### src/design/psdc_pkg.sv
package psdc_pkg;

    localparam int SAMPLE_W = 32;
    localparam int PREFIX_W = 48;
    localparam int COUNT_W  = 11;
    localparam int TOTAL_W  = 32;

    typedef logic signed [SAMPLE_W-1:0] t_sample;
    typedef logic signed [PREFIX_W-1:0] t_prefix;
    typedef logic        [TOTAL_W-1:0]  t_total;

endpackage

### src/design/psdc_cmp.sv
module psdc_cmp (
    input  psdc_pkg::t_prefix i_stored,
    input  psdc_pkg::t_prefix i_prefix,
    output logic              o_le
);

    import psdc_pkg::*;

    // signed 48-bit order: stored entry at or below the new prefix
    assign o_le = (i_stored <= i_prefix);

endmodule

### config.mk
export PLATFORM = sky130hd
export DESIGN_NAME = psdc_cmp
export DESIGN_NICKNAME = d
export VERILOG_FILES = /design/src/design/psdc_pkg.sv /design/src/design/psdc_cmp.sv
export SDC_FILE = /design/constraint.sdc
export NUM_CORES = 1
export LEC_CHECK = 0
export BUFFER_PORTS_ARGS = -buffer_cell sky130_fd_sc_hd__buf_2
export CAP_MARGIN = 25
export CORE_MARGIN = 10
export CORE_UTILIZATION = 45
export DETAILED_ROUTE_END_ITERATION = 8
export GPL_ROUTABILITY_DRIVEN = 0
export PLACE_DENSITY_LB_ADDON = 0.05
export SLEW_MARGIN = 25
export SYNTH_ARGS = -nofsm -noshare
export SYNTH_HDL_FRONTEND = slang
export SYNTH_SLANG_ARGS = --single-unit
### constraint.sdc
create_clock -name vclk -period 5.2
set_input_delay 0.52 -clock vclk [all_inputs]
set_output_delay 0.52 -clock vclk [all_outputs]
set_load 0.02 [all_outputs]
==> summary.md <==
| Metric | Value |
|---|---|
| IO Pins | `97` |
| Hold Crit Depth | `4` |
| Pwr dens | `66.9 nW/um2` |
| Via count | `1407` |
| Die outline width | `72.4 um` |
| Maximum vdd drop | `0.0405 mV` |
| Slew Limit Headroom | `79.3%` |
| Setup Buffers After CTS | `0` |
| Final Power | `0.118 mW` |
| Final setup vio count | `0` |
| Row cnt | `18` |
| WP data required | `4.68 ns` |
| Initial antenna violation count | `0` |
| Slowest cell on the critical path | `or4_1` |
| Met2 WL | `1610 um` |
| Cell breakdown of the critical path | `buf_2 -> inv_1 -> ha_1 -> nand4_1 -> or4_1 -> nand3b_4 -> nor4_4 -> a211oi_1 -> mux2_1 -> buf_2` |
| Filler cells | `234` |
| Final hold violations | `0` |
| CP Max Fanout | `4` |
| Fin area | `1760 um2` |
| Hold WS | `1.62 ns` |
| Hold_buf cts | `0` |
| Cts repair resizes | `0` |
| Post-route ant nets | `0` |
| Fin. max-slew vios | `0` |
| Worst slew pin tran | `0.310 ns` |
| Worst path max stage delay | `0.57 ns` |
| Die height | `72.4 um` |
| Mean area per synthesized cell | `7.31 um2` |
| Final antenna diode count | `0` |
| M1 wire length | `1380 um` |
| First DRT Iteration DRCs | `27` |
| Minimum clock period | `3.27 ns` |
| Layout Utilization | `69.1%` |
| Drt drc | `0` |
| Crit path capture type | `output pin` |
| Fmax | `305 MHz` |
| Combinational Power Share | `100.0%` |
| Int Power | `0.0634 mW` |
| # clk buffers | `0` |
| Total Wirelength | `3460 um` |
| DP Area | `1760 um2` |
| Dpl ws | `1.94 ns` |
| Worst Hold Path EP | `o_le` |
| Vias in the first global route | `1432` |
| Library cells used by synthesis | `21` |
| RSZ-0062 raised after global routing | `no` |
| Sw Share | `46.1%` |
| GRT Overall Usage | `11.9%` |
| Max Used Layer | `met3` |
| Met3 wire len | `465 um` |
| Share of cells above drive strength 1 | `37.6%` |
| Register area | `0 um2` |
| Outcome | `completed` |
| Port Buffers | `97` |
| Grt total ovfl | `0` |
| # nets final | `412` |
| DRT Pass-1 Iters | `4` |
| DIE AREA | `5240 um2` |
| Setup TNS | `0 ns` |
| Worst EP arrival | `2.75 ns` |
| Placed cell count | `296` |
| DP Wirelength | `3390 um` |
| Switch Pwr | `0.0543 mW` |
| Hold Crit Start | `i_stored[47]` |
| Sequential cells | `0` |
| Synth area leaders | `ha_1, inv_1, a21oi_1` |
| Initial core utilization | `48.6%` |
| Yosys warning total | `0` |
| Crit share post-route | `63.0%` |
| Setup WS post-layout | `1.93 ns` |
| Non-Filler Instances | `296` |
| Core footprint | `2540 um2` |
| Per-cell routed wire length | `11.7 um` |
| First-pass GRT wire length | `5610 um` |
| Synth area leader | `ha_1` |
| Via density | `4.75` |
| Pleak | `1.21 nW` |
| Post-Synthesis Net Count | `313` |
| Sequential share of the synthesized area | `0%` |
| Post-synth top area share | `48.6%` |
| Hold/Removal Path Class | `in -> out` |
| Area of the mapped netlist | `1240 um2` |
| Crit Path Class | `in -> out` |
| Critical path's most frequent cell | `buf_2` |
| Cell count after synthesis | `169` |
| Clock network power share | `0%` |
| Area Growth Syn to Fin | `42.3%` |
| Max-cap violation count | `0` |
| Startpoint Class | `input pin` |
| Sequential share of power | `0%` |
| Pin count of the biggest net entering global routing | `5` |
-- worst max path at each step --
stage / start / to / cells after the start
2_1_floorplan: i_prefix[47] / o_le / 8
3_3_place_gp: i_prefix[47] / o_le / 10
3_5_place_dp: i_prefix[47] / o_le / 10
4_1_cts: i_prefix[47] / o_le / 10
5_1_grt: i_prefix[47] / o_le / 10
6_report: i_prefix[47] / o_le / 10
-- cell type report --
class | count | area [um2] | share of cell area [%]
multi-input cells | 118 | 1040 | 59.4
repair buffers | 97 | 485 | 27.6
well taps | 30 | 37.5 | 2.13
inverters | 51 | 191 | 10.9
-- cells by family after synthesis --
group                      after synthesis  share of synthesized area (%)
AOI/OAI and AO/OA                       38                           19.1
buffers and inverters                   51                           15.5
adders and majority gates               48                           48.6
muxes                                    1                          0.911
and+or+nand+nor                         31                           15.9
-- cells in the mapped netlist --
cell type / number
or4_1: 1
nor2b_1: 2
a21bo_2: 1
o32ai_1: 1
a211oi_1: 1
nand3b_4: 1
a21o_1: 5
nor2_1: 2
nor4_4: 1
a21oi_1: 17
ha_1: 48
inv_1: 51
and4_1: 2
nand2_1: 11
o211ai_1: 3
o21ai_0: 6
or4b_1: 1
a221oi_1: 4
nand3_1: 3
mux2_1: 1
nand4_1: 7
-- layout by cell type, fill, tap and decap left out --
cell,n
o32ai_1,1
o211ai_1,3
nand3b_4,1
or4_1,1
nand3_1,3
nor4_4,1
inv_1,51
a21oi_1,17
and4_1,2
a21o_1,5
nand2_1,11
or4b_1,1
nand4_1,7
ha_1,48
a21bo_2,1
a211oi_1,1
mux2_1,1
o21ai_0,6
a221oi_1,4
nor2_1,2
buf_2,97
nor2b_1,2
-- power by group through the flow --
stage                     logic, mW  registers, mW  clock network (mW)
after global placement        0.117              0                   0
after global routing          0.139              0                   0
after floorplan              0.0675              0                   0
final                         0.118              0                   0
after CTS                     0.120              0                   0
after detailed placement      0.119              0                   0
-- worst max-delay path: cells and delay by family --
kind                     cells  cell delay (ns)
AO/OA/AOI/OAI                1             0.12
multiplexers                 1             0.33
AND/OR/NAND/NOR              4             1.19
adder cells (fa/ha/maj)      1             0.32
buffers and inverters        3             0.28
-- routing by layer --
layer  up-vias  track usage [%]
li1        781                -
met1       572             12.8
met2        54             22.0
met3         0             5.71
met4         0                0
met5         -                0
(Power assumes the default switching activity.)
